==> config.mk <==
export PLATFORM = sky130hd
export DESIGN_NAME = crc16_frame_checker_core
export DESIGN_NICKNAME = d
export VERILOG_FILES = /design/src/hdl/crc16fc_pkg.sv /design/src/hdl/crc16_frame_checker_core.sv /design/src/hdl/crc16fc_crc8.sv /design/src/hdl/crc16fc_tracker.sv
export SDC_FILE = /design/constraint.sdc
export NUM_CORES = 1
export LEC_CHECK = 0
export ABC_AREA = 0
export BUFFER_PORTS_ARGS = -buffer_cell sky130_fd_sc_hd__clkbuf_2
export CAP_MARGIN = 20
export CELL_PAD_IN_SITES_DETAIL_PLACEMENT = 0
export CELL_PAD_IN_SITES_GLOBAL_PLACEMENT = 1
export CORE_ASPECT_RATIO = 0.5
export CORE_MARGIN = 4
export CORE_UTILIZATION = 45
export CTS_CLUSTER_DIAMETER = 60
export DETAILED_ROUTE_END_ITERATION = 10
export PLACE_DENSITY = 0.83
export SYNTH_ARGS = -nofsm -noshare
export SYNTH_HDL_FRONTEND = slang
export SYNTH_SLANG_ARGS = --single-unit
==> constraint.sdc <==
create_clock -name clk -period 6.2 [get_ports clk]
set_clock_uncertainty 0.15 [all_clocks]
set_input_delay 1.24 -clock clk [delete_from_list [all_inputs] [get_ports clk]]
set_output_delay 1.24 -clock clk [all_outputs]
set_load 0.02 [all_outputs]
==> src/hdl/crc16fc_pkg.sv <==
package crc16fc_pkg;

	localparam int unsigned ByteW   = 8;
	localparam int unsigned CrcW    = 16;
	localparam int unsigned OutW    = 24;
	localparam logic [CrcW-1:0] CrcPoly = 16'h1021;
	localparam logic [CrcW-1:0] CrcTop  = 16'h8000;

	// frame position: header bytes 0..3, crc bytes 4..5, then payload
	typedef enum logic [2:0] {
		POS_HDR0    = 3'd0,
		POS_HDR1    = 3'd1,
		POS_LEN_LO  = 3'd2,
		POS_LEN_HI  = 3'd3,
		POS_CRC_LO  = 3'd4,
		POS_CRC_HI  = 3'd5,
		POS_PAYLOAD = 3'd6
	} pos_t;

	// verdict handed from the frame tracker to the output register
	typedef struct packed {
		logic            valid;
		logic            crc_ok;
		logic [CrcW-1:0] computed_crc;
	} verdict_t;

endpackage

==> src/hdl/crc16_frame_checker_core.sv <==
// crc16 frame checker
// input stream: one frame byte per word on s_tdata. a frame is four header
// bytes (bytes 2 and 3 give the payload length, little-endian), a received
// crc-16 in bytes 4 and 5 (little-endian), then the payload. frames follow
// each other with no gap.
// output stream: one word per frame, on its last byte. m_tdata bit 0 is
// crc_ok, bits 16:1 the crc-16 (poly 0x1021, init 0, msb first) over header
// and payload, bytes 4 and 5 excluded. a zero length ends the frame at byte 5.
// path: a byte is held in the input register and is then processed into the
// result register, which holds the verdict on m_tdata.
// throughput: one byte per clock while m_tready is high; the byte crc is
// one combinational 8-step shift between the input and result registers.
// while a verdict waits on a low m_tready the tracker holds; s_tready is low
// whenever the input register is then full, so at most one more byte enters
// and nothing is lost or repeated.
// reset: arst_n clears all frame state; the first byte after reset is
// byte 0 of a frame.
module crc16_frame_checker_core (
	input  logic                             clk,
	input  logic                             arst_n,
	input  logic                             s_tvalid,
	output logic                             s_tready,
	input  logic [crc16fc_pkg::ByteW-1:0]    s_tdata,  // [7:0] data_byte
	output logic                             m_tvalid,
	input  logic                             m_tready,
	output logic [crc16fc_pkg::OutW-1:0]     m_tdata   // [0] crc_ok, [16:1] computed_crc
);

	logic                          valid_s1;
	logic [crc16fc_pkg::ByteW-1:0] byte_s1;
	logic                          advance;
	crc16fc_pkg::verdict_t         verdict;
	logic                          m_valid_q;
	logic                          ok_q;
	logic [crc16fc_pkg::CrcW-1:0]  crc_q;

	assign advance  = valid_s1 && (!m_valid_q || m_tready);
	assign s_tready = !valid_s1 || advance;

	// input register
	always_ff @(posedge clk or negedge arst_n) begin
		if (!arst_n) begin
			valid_s1 <= 1'b0;
		end else if (s_tready) begin
			valid_s1 <= s_tvalid;
		end
	end

	always_ff @(posedge clk) begin
		if (s_tready && s_tvalid) begin
			byte_s1 <= s_tdata;
		end
	end

	crc16fc_tracker u_tracker (
		.clk      (clk),
		.arst_n   (arst_n),
		.en       (advance),
		.data_byte(byte_s1),
		.verdict  (verdict)
	);

	// result register
	always_ff @(posedge clk or negedge arst_n) begin
		if (!arst_n) begin
			m_valid_q <= 1'b0;
		end else if (advance && verdict.valid) begin
			m_valid_q <= 1'b1;
		end else if (m_tready) begin
			m_valid_q <= 1'b0;
		end
	end

	always_ff @(posedge clk) begin
		if (advance && verdict.valid) begin
			ok_q  <= verdict.crc_ok;
			crc_q <= verdict.computed_crc;
		end
	end

	assign m_tvalid = m_valid_q;
	assign m_tdata  = {7'd0, crc_q, ok_q};

`ifndef SYNTHESIS
	// a held byte stays in the input register
	assert property (@(posedge clk) disable iff (!arst_n)
		valid_s1 && !advance |=> valid_s1)
		else $error("input byte dropped while stalled");

	// with the result register empty the input side is always open
	assert property (@(posedge clk) disable iff (!arst_n)
		!m_valid_q |-> s_tready)
		else $error("input blocked with empty result register");

	// a processed verdict reaches the output
	assert property (@(posedge clk) disable iff (!arst_n)
		advance && verdict.valid |=> m_valid_q)
		else $error("verdict lost");

	// the tracker never advances without a byte
	assert property (@(posedge clk) disable iff (!arst_n)
		advance |-> valid_s1)
		else $error("tracker advanced without a byte");
`endif

endmodule

==> src/hdl/crc16fc_crc8.sv <==
module crc16fc_crc8 (
	input  logic [crc16fc_pkg::CrcW-1:0]  crc_in,
	input  logic [crc16fc_pkg::ByteW-1:0] data_byte,
	output logic [crc16fc_pkg::CrcW-1:0]  crc_out
);

	// eight msb-first shift steps of the 0x1021 polynomial
	always_comb begin
		logic [crc16fc_pkg::CrcW-1:0] c;
		c = crc_in ^ {data_byte, 8'h00};
		for (int k = 0; k < crc16fc_pkg::ByteW; k++) begin
			if ((c & crc16fc_pkg::CrcTop) != '0) begin
				c = {c[crc16fc_pkg::CrcW-2:0], 1'b0} ^ crc16fc_pkg::CrcPoly;
			end else begin
				c = {c[crc16fc_pkg::CrcW-2:0], 1'b0};
			end
		end
		crc_out = c;
	end

endmodule

==> src/hdl/crc16fc_tracker.sv <==
module crc16fc_tracker (
	input  logic                          clk,
	input  logic                          arst_n,
	input  logic                          en,
	input  logic [crc16fc_pkg::ByteW-1:0] data_byte,
	output crc16fc_pkg::verdict_t         verdict
);

	crc16fc_pkg::pos_t             pos_q, pos_d;
	logic [crc16fc_pkg::CrcW-1:0]  rem_q, rem_d;
	logic [crc16fc_pkg::CrcW-1:0]  crc_q, crc_d;
	logic [crc16fc_pkg::CrcW-1:0]  rcv_q, rcv_d;
	logic [crc16fc_pkg::ByteW-1:0] len_lo_q, len_lo_d;
	logic [crc16fc_pkg::CrcW-1:0]  crc_in;
	logic [crc16fc_pkg::CrcW-1:0]  crc_next;
	logic [crc16fc_pkg::CrcW-1:0]  rem_dec;
	logic [crc16fc_pkg::CrcW-1:0]  rcv_full;

	// an unknown position restarts the crc from zero
	assign crc_in   = (pos_q == crc16fc_pkg::POS_HDR0 || pos_q == crc16fc_pkg::POS_HDR1 ||
		pos_q == crc16fc_pkg::POS_LEN_LO || pos_q == crc16fc_pkg::POS_LEN_HI ||
		pos_q == crc16fc_pkg::POS_CRC_LO || pos_q == crc16fc_pkg::POS_CRC_HI ||
		pos_q == crc16fc_pkg::POS_PAYLOAD) ? crc_q : '0;
	assign rem_dec  = rem_q - 16'd1;
	assign rcv_full = {data_byte, rcv_q[crc16fc_pkg::ByteW-1:0]};

	crc16fc_crc8 u_crc8 (
		.crc_in   (crc_in),
		.data_byte(data_byte),
		.crc_out  (crc_next)
	);

	// verdict on the last byte of a frame
	always_comb begin
		verdict = '0;
		unique case (pos_q)
			crc16fc_pkg::POS_CRC_HI: begin
				verdict.valid        = (rem_q == '0);
				verdict.crc_ok       = (crc_q == rcv_full);
				verdict.computed_crc = crc_q;
			end
			crc16fc_pkg::POS_PAYLOAD: begin
				verdict.valid        = (rem_dec == '0);
				verdict.crc_ok       = (crc_next == rcv_q);
				verdict.computed_crc = crc_next;
			end
			default: begin
				verdict = '0;
			end
		endcase
	end

	// next frame state
	always_comb begin
		pos_d    = pos_q;
		rem_d    = rem_q;
		crc_d    = crc_q;
		rcv_d    = rcv_q;
		len_lo_d = len_lo_q;
		unique case (pos_q)
			crc16fc_pkg::POS_HDR0: begin
				crc_d = crc_next;
				pos_d = crc16fc_pkg::POS_HDR1;
			end
			crc16fc_pkg::POS_HDR1: begin
				crc_d = crc_next;
				pos_d = crc16fc_pkg::POS_LEN_LO;
			end
			crc16fc_pkg::POS_LEN_LO: begin
				crc_d    = crc_next;
				len_lo_d = data_byte;
				pos_d    = crc16fc_pkg::POS_LEN_HI;
			end
			crc16fc_pkg::POS_LEN_HI: begin
				crc_d = crc_next;
				rem_d = {data_byte, len_lo_q};
				pos_d = crc16fc_pkg::POS_CRC_LO;
			end
			crc16fc_pkg::POS_CRC_LO: begin
				rcv_d = {8'h00, data_byte};
				pos_d = crc16fc_pkg::POS_CRC_HI;
			end
			crc16fc_pkg::POS_CRC_HI: begin
				rcv_d = rcv_full;
				pos_d = crc16fc_pkg::POS_PAYLOAD;
			end
			crc16fc_pkg::POS_PAYLOAD: begin
				crc_d = crc_next;
				rem_d = rem_dec;
			end
			default: begin
				rem_d    = '0;
				rcv_d    = '0;
				len_lo_d = '0;
				crc_d    = crc_next;
				pos_d    = crc16fc_pkg::POS_HDR1;
			end
		endcase
		// frame done: back to byte 0 of the next frame
		if (verdict.valid) begin
			pos_d    = crc16fc_pkg::POS_HDR0;
			rem_d    = '0;
			crc_d    = '0;
			rcv_d    = '0;
			len_lo_d = '0;
		end
	end

	// frame state registers
	always_ff @(posedge clk or negedge arst_n) begin
		if (!arst_n) begin
			pos_q    <= crc16fc_pkg::POS_HDR0;
			rem_q    <= '0;
			crc_q    <= '0;
			rcv_q    <= '0;
			len_lo_q <= '0;
		end else if (en) begin
			pos_q    <= pos_d;
			rem_q    <= rem_d;
			crc_q    <= crc_d;
			rcv_q    <= rcv_d;
			len_lo_q <= len_lo_d;
		end
	end

endmodule
==> impl_metrics.csv, run 1 <==
group,metric,value,unit
outcome,run_status,"completed",
synthesis,syn_area,0.00555,sq mm
drt,dr_wl_met3,911,um
timing,max_freq,265,MHz
finish,multi_input_area,0.00297,sq mm
worst_setup_path,cp_slowest_cell,"and3b_1",
drt,dr.pass1.iters,5,
cts,cts_root_buffer,"clkbuf_16",
worst_setup_path,r2r_cells,6,
timing,setup_tns,0,ns
worst_hold_path,hold_class,"reg -> reg",
synthesis,async_reset_ff_share,70.9,%
worst_setup_path,path_cells,"and3b_1, o211ai_1, a2111oi_2, and2_2, o21ai_2, a22o_1",
drt,vias,4350,
worst_setup_path,start_kind,"flip-flop",
die,top_level_ports,38,
cts,cts_tree,"yes",
global_route,gr-usage-all-layers,21.6,%
worst_setup_path,crit_fanout,26,
cts,clockBufferDepth,2,
cts,clock_sinks,86,
cts,htreeDepth,3,
global_route,grt_pass1_wl,23.7,mm
worst_hold_path,hp-start,"u_tracker.rcv_q[10]",
finish,fin_nets,580,
die,die_area,0.0143,sq mm
drt,wl_met2,6.68,mm
power,power.density,596,mW/mm^2
synthesis,syn_inst,561,
drt,drc,0,
flow_run,maxCapViolCount,0,
global_route,overflow,0,
finish,area.growth.synth_to_final,8.51,%
place,gp_congestion,0.897,
die,fp.dieW,165,um
global_route,grt_max_degree,62,
worst_setup_path,startpoint,"u_tracker.pos_q[2]",
cts,cts_resized,0,
cts,hold_buffers,0,
synthesis,yosysUniqueCellTypes,70,
power,p_leak,2.41,nW
finish,fin_area,0.00602,sq mm
timing,finalCritPeriodShare,61.0,%
worst_setup_path,crit_arrival,3.86,ns
place,placed_cell_area,0.00571,sq mm
timing,worst_slack,2.42,ns
timing,period_needed,3.78,ns
worst_hold_path,hold_depth,1,
timing,rsz0062_at_grt,"false",
synthesis,yosysSeqAreaShare,41.1,%
cts,clkLatencyLatePin,0.34,ns
worst_setup_path,cpPeakStageDelay,0.87,ns
drt,wl_met1,6.60,mm
finish,diodes,0,
cts,path_clk_slew,0.06,ns
synthesis,synth_ff_type,"dfrtp_1",
synthesis,synth_edf_count,25,
worst_setup_path,worst-path-buf-inv,0,
timing,hold_viol_final,0,
finish,drive_above_1_share,15.1,%
cts,numCtsBuffers,9,
drt,vias_per_cell,5.93,
die,die_h,86.5,um
drt,final_antenna_net_count,0,
drt,wl,14.5,mm
synthesis,synth_warnings,0,
place,dp_slack,2.47,ns
synthesis,syn-mean-instance-area,9.88,sq um
timing,slew_headroom,30.4,%
worst_setup_path,end_kind,"flip-flop",
die,start_util,46.6,%
power,peakVddDrop,0.191,mV
global_route,antenna_found_initial,0,
global_route,first_global_vias,4251,
timing,worst_pin_slew,1.04,ns
drt,wire_per_inst,19.8,um
timing,setup_viol,0,
worst_setup_path,worst-path-stages,6,
cts,post-cts-setup-buffers,0,
die,design.core.area,0.0119,sq mm
worst_setup_path,crit_family,"compound AO/OA/AOI/OAI gates",
worst_setup_path,crit_type,"reg -> reg",
timing,slew_viol_final,0,
worst_setup_path,r2r-start,"u_tracker.pos_q[2]",
die,rows,28,
drt,highest_layer,"met4",
finish,seq_area,0.00228,sq mm
place,port_buffers,30,
drt,drt_iter0_drc,554,
worst_setup_path,crit_required,6.28,ns
synthesis,synth-seq-cells,86,
place,hpwlAfterDp,10.1,mm
finish,fillers,1098,
[report_power, final]
part	switching, mW	internal, mW	total (mW)
Combinational	1.20	0.808	2.00
Sequential	0.280	0.739	1.02
Clock	0.244	0.319	0.562
[area by class of cell]
class	instances	area share [%]
Sequential cell	86	37.8
Multi-Input combinational cell	411	49.3
Clock buffer	9	3.74
Clock inverter	7	1.35
Tap cell	165	3.43
Timing Repair Buffer	34	2.99
Inverter	21	1.31
[logic make-up (layout without fill, tap and decap cells)]
logic type,Yosys count,count (layout),share of synthesized area [%]
multiplexers,11,11,2.05
buffers and inverters,70,71,5.82
AO/OA/AOI/OAI,161,161,21.8
AND/OR/NAND/NOR,153,153,16.1
flip-flops,86,86,41.1
other,1,7,0.0676
XOR/XNOR,74,74,11.9
adder cells (fa/ha/maj),5,5,1.13
[worst register-to-register path, stage by stage (launching register included)]
cell and delay [ns]:
dfrtp_1 0.56, and3b_1 0.87, o211ai_1 0.22, a2111oi_2 0.72
and2_2 0.47, o21ai_2 0.34, a22o_1 0.34
[per-layer routing]
| metal | GRT usage [%] | vias to the layer above |
|---|---|---|
| met3 | 4.70 | 32 |
| met2 | 33.8 | 162 |
| li1 | - | 2036 |
| met5 | 0 | - |
| met1 | 30.0 | 2120 |
| met4 | 6.94 | 0 |
[flip-flops by register name, summed over array words and instances (netlist names)]
signal and count:
byte_s1 8, crc_q 16, m_tvalid 1, ok_q 1
u_tracker.crc_q 16, u_tracker.len_lo_q 8, u_tracker.pos_q 3, u_tracker.rcv_q 16
u_tracker.rem_q 16, valid_s1 1
[cells in the mapped netlist (all sizes together), types with 8 or more instances]
library cell,n,area [sq um]
dfrtp,61,1530
xnor2,53,464
nand2,50,190
o21ai,43,226
a21oi,34,185
nor2,30,115
clkbuf,28,105
a22o,25,219
edfxtp,25,751
buf,21,139
inv,21,78.8
xor2,20,175
o2bb2ai,14,185
nor4,11,156
nor3,10,61.3
nand4,9,56.3
mux2i,8,80.1
[stage by stage]
step,total power [mW],hold slack (ns),std cells,util (%)
2_1_floorplan,2.57,0.318,567,-
3_3_place_gp,2.98,0.354,716,47.9
3_5_place_dp,3.00,0.359,717,47.9
4_1_cts,3.57,0.373,733,50.5
5_1_grt,3.85,0.401,733,50.5
6_report,3.59,0.375,733,50.5
[final timing paths]
check / endpoint / slack (ns)
min: u_tracker.rcv_q[10] / 0.37
max reg2reg: u_tracker.crc_q[3] / 2.42
max in group asynchronous: u_tracker.crc_q[15] / 4.47
max: u_tracker.crc_q[3] / 2.42
min reg2reg: u_tracker.rcv_q[10] / 0.37
min in group asynchronous: u_tracker.rem_q[1] / 0.91
[layout by cell type (no fill, tap or decap), types with 3 or more instances in the layout]
master     instances
and3_1             7
ha_1               5
nand2b_1           7
nand4_1            9
o211ai_1           4
o21ai_0           40
o21ai_2            3
clkbuf_2          30
nand3_1            6
buf_4              4
xnor2_1           53
nor3_1             9
inv_1             21
nand3b_1           4
xor2_1            20
mux2_2             3
and2_1             4
nor4_4             5
clkbuf_16          9
a22o_1            25
edfxtp_1          25
nand2_1           49
a32oi_1            7
a21oi_1           32
nor2_1            29
conb_1             7
o2bb2ai_2         10
dfrtp_1           61
o2bb2ai_1          4
o22ai_1            5
nor4_1             4
o31ai_1            4
mux2i_1            8
a22oi_1            3
No activity file was read; power rests on OpenSTA's default activity.
==> inputs of run 2 (changes only) <==
- clock period: 6.2 -> 3.9 ns (I/O delays scaled with it)
==> run 2 against run 1 <==
Against the previous run: final area increased by 2.2%; worst hold slack lost 0.080 ns; maximum frequency grew 7.5%; sequential power rose by 57%; sequential share of layout area is 0.83 points lower; global-route usage increased by 0.91 points; clock power rose by 56%; critical endpoint is now crc_q[0]; largest cell class unchanged; largest power group unchanged; highest routed layer unchanged.
==> impl_metrics.csv, run 2 (same netlist as run 1, synthesis figures left out) <==
group,metric,value,unit
drt,drt_iter0_drc,461,
die,design.core.area,0.0119,sq mm
power,peakVddDrop,0.358,mV
worst_setup_path,crit_type,"reg -> reg",
cts,htreeDepth,3,
global_route,overflow,0,
worst_hold_path,hold_class,"in -> async",
worst_setup_path,crit_required,3.79,ns
cts,numCtsBuffers,9,
drt,final_antenna_net_count,0,
drt,dr.pass1.iters,5,
place,port_buffers,30,
timing,finalCritPeriodShare,90.2,%
die,rows,28,
timing,worst_pin_slew,1.07,ns
worst_setup_path,r2r_cells,10,
timing,timing.hold.ws,0.295,ns
cts,cts_resized,0,
cts,clock_sinks,86,
finish,area.growth.synth_to_final,10.9,%
cts,clockBufferDepth,2,
die,die_area,0.0143,sq mm
global_route,grt_max_degree,26,
timing,worst_slack,0.382,ns
die,top_level_ports,38,
global_route,antenna_found_initial,0,
place,placedCellCount,736,
finish,drive_above_1_share,17.9,%
die,die_h,86.5,um
worst_setup_path,crit_arrival,3.41,ns
timing,rsz0062_at_grt,"false",
worst_setup_path,crit_fanout,17,
drt,vias,4504,
cts,cts_root_buffer,"clkbuf_16",
finish,most-common-layout-cells,"dfrtp_1, xnor2_1, nand2_1",
timing,slew_headroom,28.1,%
flow_run,maxCapViolCount,0,
place,gp_congestion,0.944,
timing,slew_viol_final,0,
worst_setup_path,r2r_slack,0.38,ns
global_route,grt_pass1_wl,24.8,mm
power,power.density,944,mW/mm^2
worst_setup_path,end_kind,"flip-flop",
timing,max_freq,284,MHz
power,p_leak,2.50,nW
timing,period_needed,3.52,ns
drt,vias_per_cell,5.99,
cts,cts_tree,"yes",
timing,setup_viol,0,
cts,clkLatencyLatePin,0.35,ns
drt,drc,0,
global_route,first_global_vias,4505,
worst_setup_path,regToRegEndpoint,"crc_q[0]",
die,start_util,46.6,%
cts,hold_buffers,0,
finish,fin_nets,599,
cts,path_clk_slew,0.07,ns
place,hpwlAfterDp,10.7,mm
finish,final_cell_count_no_fill,752,
drt,wire_per_inst,20.1,um
global_route,gr-usage-all-layers,22.5,%
cts,post-cts-setup-buffers,0,
finish,layout.cells.most_common,"dfrtp_1",
power,power,5.81,mW
worst_setup_path,start_kind,"flip-flop",
timing,hold_viol_final,0,
drt,wl,15.1,mm
worst_setup_path,r2r-start,"u_tracker.rem_q[0]",
finish,diodes,0,
timing,setup_tns,0,ns
place,dp_slack,0.398,ns
die,fp.dieW,165,um
outcome,run_status,"completed",
==> run 2: changes by cell type in the layout (fill, tap and decap cells not counted), sizes merged <==
cell,previous run,this run
inv,24,25
buf,4,23
bufinv,1,0
==> run 2: critical path, cell delays in order (launching register included) <==
cell	delay, ns
dfrtp_1	0.44
inv_1	0.10
ha_1	0.34
nor4b_4	0.41
xnor2_1	0.16
a21oi_1	0.12
or4_4	0.56
nor4_4	0.46
nor2_1	0.09
nor2_1	0.09
buf_4	0.27
==> run 2: worst max-delay path by stage <==
| stage | from | to | slack (ns) | depth (start not counted) |
|---|---|---|---|---|
| detailed placement | u_tracker.rem_q[0] | ok_q | 0.40 | 10 |
| global placement | u_tracker.rem_q[0] | crc_q[3] | 0.47 | 10 |
| CTS | u_tracker.rem_q[0] | crc_q[5] | 0.39 | 10 |
| finish | u_tracker.rem_q[0] | crc_q[0] | 0.38 | 10 |
| floorplan | u_tracker.rem_q[0] | crc_q[0] | 0.20 | 10 |
| global route | u_tracker.rem_q[0] | ok_q | 0.17 | 10 |
==> run 2: where the power goes <==
part | total [mW] | switching, mW | internal, mW
clock network | 0.876 | 0.422 | 0.454
logic | 3.34 | 1.97 | 1.37
registers | 1.60 | 0.421 | 1.17
total | 5.81 | 2.82 | 2.99
==> run 2: final cells by class <==
class                           instances  area, sq um
Multi-Input combinational cell        411         2970
Inverter                               21         78.8
Sequential cell                        86         2280
Timing Repair Buffer                   53          323
Clock inverter                          7         73.8
Tap cell                              165          206
Clock buffer                            9          225
Fill cell                            1094         5760
==> run 2: stage by stage <==
| step | area, sq um | util, % |
|---|---|---|
| 2_1_floorplan | 5570 | - |
| 3_3_place_gp | 5850 | 49.1 |
| 4_1_cts | 6150 | 51.6 |
| 5_1_grt | 6150 | 51.6 |
| 3_5_place_dp | 5850 | 49.1 |
| 6_report | 6150 | 51.6 |
==> run 2: metal layers <==
layer | track usage [%] | wire length (um) | vias up
met5 | 0 | 0 | -
met4 | 5.43 | 238 | 0
met1 | 31.0 | 6720 | 2221
li1 | - | - | 2072
met2 | 37.1 | 7200 | 186
met3 | 4.04 | 966 | 25
==> inputs of run 3 (changes only) <==
- PLACE_DENSITY: 0.83 -> unset
- PLACE_DENSITY_LB_ADDON: unset -> 0.1
==> run 3 against run 2 <==
Against the previous run: maximum frequency grew 0.33%; wire length rose by 0.54%; die area unchanged; sequential cell count unchanged; clock-buffer cell count did not move; critical path depth did not move; global-route usage is essentially flat; final area unchanged.
==> impl_metrics.csv, run 3 (same netlist as run 1, synthesis figures left out) <==
group,metric,value,unit
global_route,grt_pass1_wl,24.6,mm
worst_setup_path,start_kind,"flip-flop",
timing,period_needed,3.51,ns
die,die_area,0.0143,sq mm
global_route,gr-usage-all-layers,22.5,%
cts,hold_buffers,0,
power,peakVddDrop,0.442,mV
finish,layout.cells.most_common,"dfrtp_1",
place,gp_congestion,0.913,
finish,final_cell_count_no_fill,753,
finish,drive_above_1_share,18.0,%
die,top_level_ports,38,
worst_setup_path,crit_fanout,17,
timing,rsz0062_at_grt,"false",
global_route,antenna_found_initial,0,
finish,diodes,0,
timing,slew_viol_final,0,
place,placedCellCount,737,
timing,hold_viol_final,0,
worst_setup_path,crit_type,"reg -> reg",
drt,vias,4352,
finish,most-common-layout-cells,"dfrtp_1, xnor2_1, nand2_1",
power,power.density,934,mW/mm^2
place,hpwlAfterDp,11.1,mm
drt,wl,15.2,mm
timing,slew_headroom,37.2,%
die,design.core.area,0.0119,sq mm
finish,multi_input_area,0.00297,sq mm
worst_setup_path,crit_required,3.79,ns
finish,fin_nets,600,
cts,clkLatencyLatePin,0.34,ns
finish,seq_area,0.00228,sq mm
finish,fillers,1120,
timing,worst_pin_slew,0.935,ns
timing,setup_tns,0,ns
timing,max_freq,285,MHz
drt,dr.pass1.iters,5,
worst_hold_path,hold_class,"in -> async",
drt,final_antenna_net_count,0,
cts,cts_root_buffer,"clkbuf_16",
drt,wire_per_inst,20.2,um
cts,post-cts-setup-buffers,0,
die,fp.dieW,165,um
worst_setup_path,crit_arrival,3.39,ns
global_route,first_global_vias,4208,
flow_run,maxCapViolCount,0,
cts,path_clk_slew,0.07,ns
timing,finalCritPeriodShare,89.9,%
cts,clock_sinks,86,
die,rows,28,
power,p_leak,2.49,nW
outcome,run_status,"completed",
drt,vias_per_cell,5.78,
die,start_util,46.6,%
drt,drc,0,
drt,drt_iter0_drc,350,
cts,htreeDepth,3,
cts,cts_tree,"yes",
cts,numCtsBuffers,9,
worst_setup_path,end_kind,"flip-flop",
place,port_buffers,30,
die,die_h,86.5,um
global_route,grt_max_degree,23,
cts,cts_resized,0,
timing,setup_viol,0,
cts,clockBufferDepth,2,
global_route,overflow,0,
finish,area.growth.synth_to_final,10.9,%
## run 3: cell types whose count changed in the layout (fill, tap and decap cells not counted), sizes merged
cell / delta
buf: +1
clkinvlp: +1
inv: -1
## run 3: per-layer routing
layer / GRT usage, % / wire (um) / up-vias
li1: - / - / 2063
met1: 33.4 / 7410 / 2148
met2: 34.5 / 6780 / 124
met3: 3.90 / 797 / 17
met4: 5.21 / 217 / 0
met5: 0 / 0 / -
## run 3: worst max-delay path, stage by stage (launching register included)
cell and delay (ns):
dfrtp_1 0.44, inv_1 0.10, ha_1 0.34, nor4b_4 0.40, xnor2_1 0.16, a21oi_1 0.13
or4_4 0.57, nor4_4 0.44, nor2_1 0.09, nor2_1 0.09, buf_4 0.26
## run 3: report_power, final
part,switching [mW],internal [mW]
clock,0.399,0.447
sequential,0.403,1.18
combinational,1.96,1.36
## run 3: final cells by class
cell class                 count  area share [%]
clock buffer                   9            3.66
clock inverter                 7            1.08
inverter                      21            1.28
multi-input combinational    411            48.2
sequential                    86            37.0
tap                          165            3.36
timing repair buffer          54            5.37
## run 3: final timing paths
check | slack [ns] | endpoint | cells after the start | from
max | 0.39 | ok_q | 10 | u_tracker.rem_q[0]
min | 0.25 | u_tracker.rem_q[0] | 1 | arst_n
max reg2reg | 0.39 | ok_q | 10 | u_tracker.rem_q[0]
min reg2reg | 0.38 | u_tracker.rcv_q[14] | 1 | u_tracker.rcv_q[14]
max in group asynchronous | 2.63 | u_tracker.crc_q[2] | 2 | arst_n
min in group clk | 0.38 | u_tracker.rcv_q[14] | 1 | u_tracker.rcv_q[14]
## run 3: stage by stage
step                util [%]  power, mW  hold WS, ns  area [sq um]  setup WS, ns
floorplan                  -       4.08        0.318          5570         0.199
global placement        49.2       4.88        0.347          5860         0.459
detailed placement      49.2       4.87        0.350          5860         0.399
CTS                     51.6       5.73        0.270          6150         0.377
global route            51.6       6.15        0.308          6150         0.182
finish                  51.6       5.75        0.253          6150         0.393
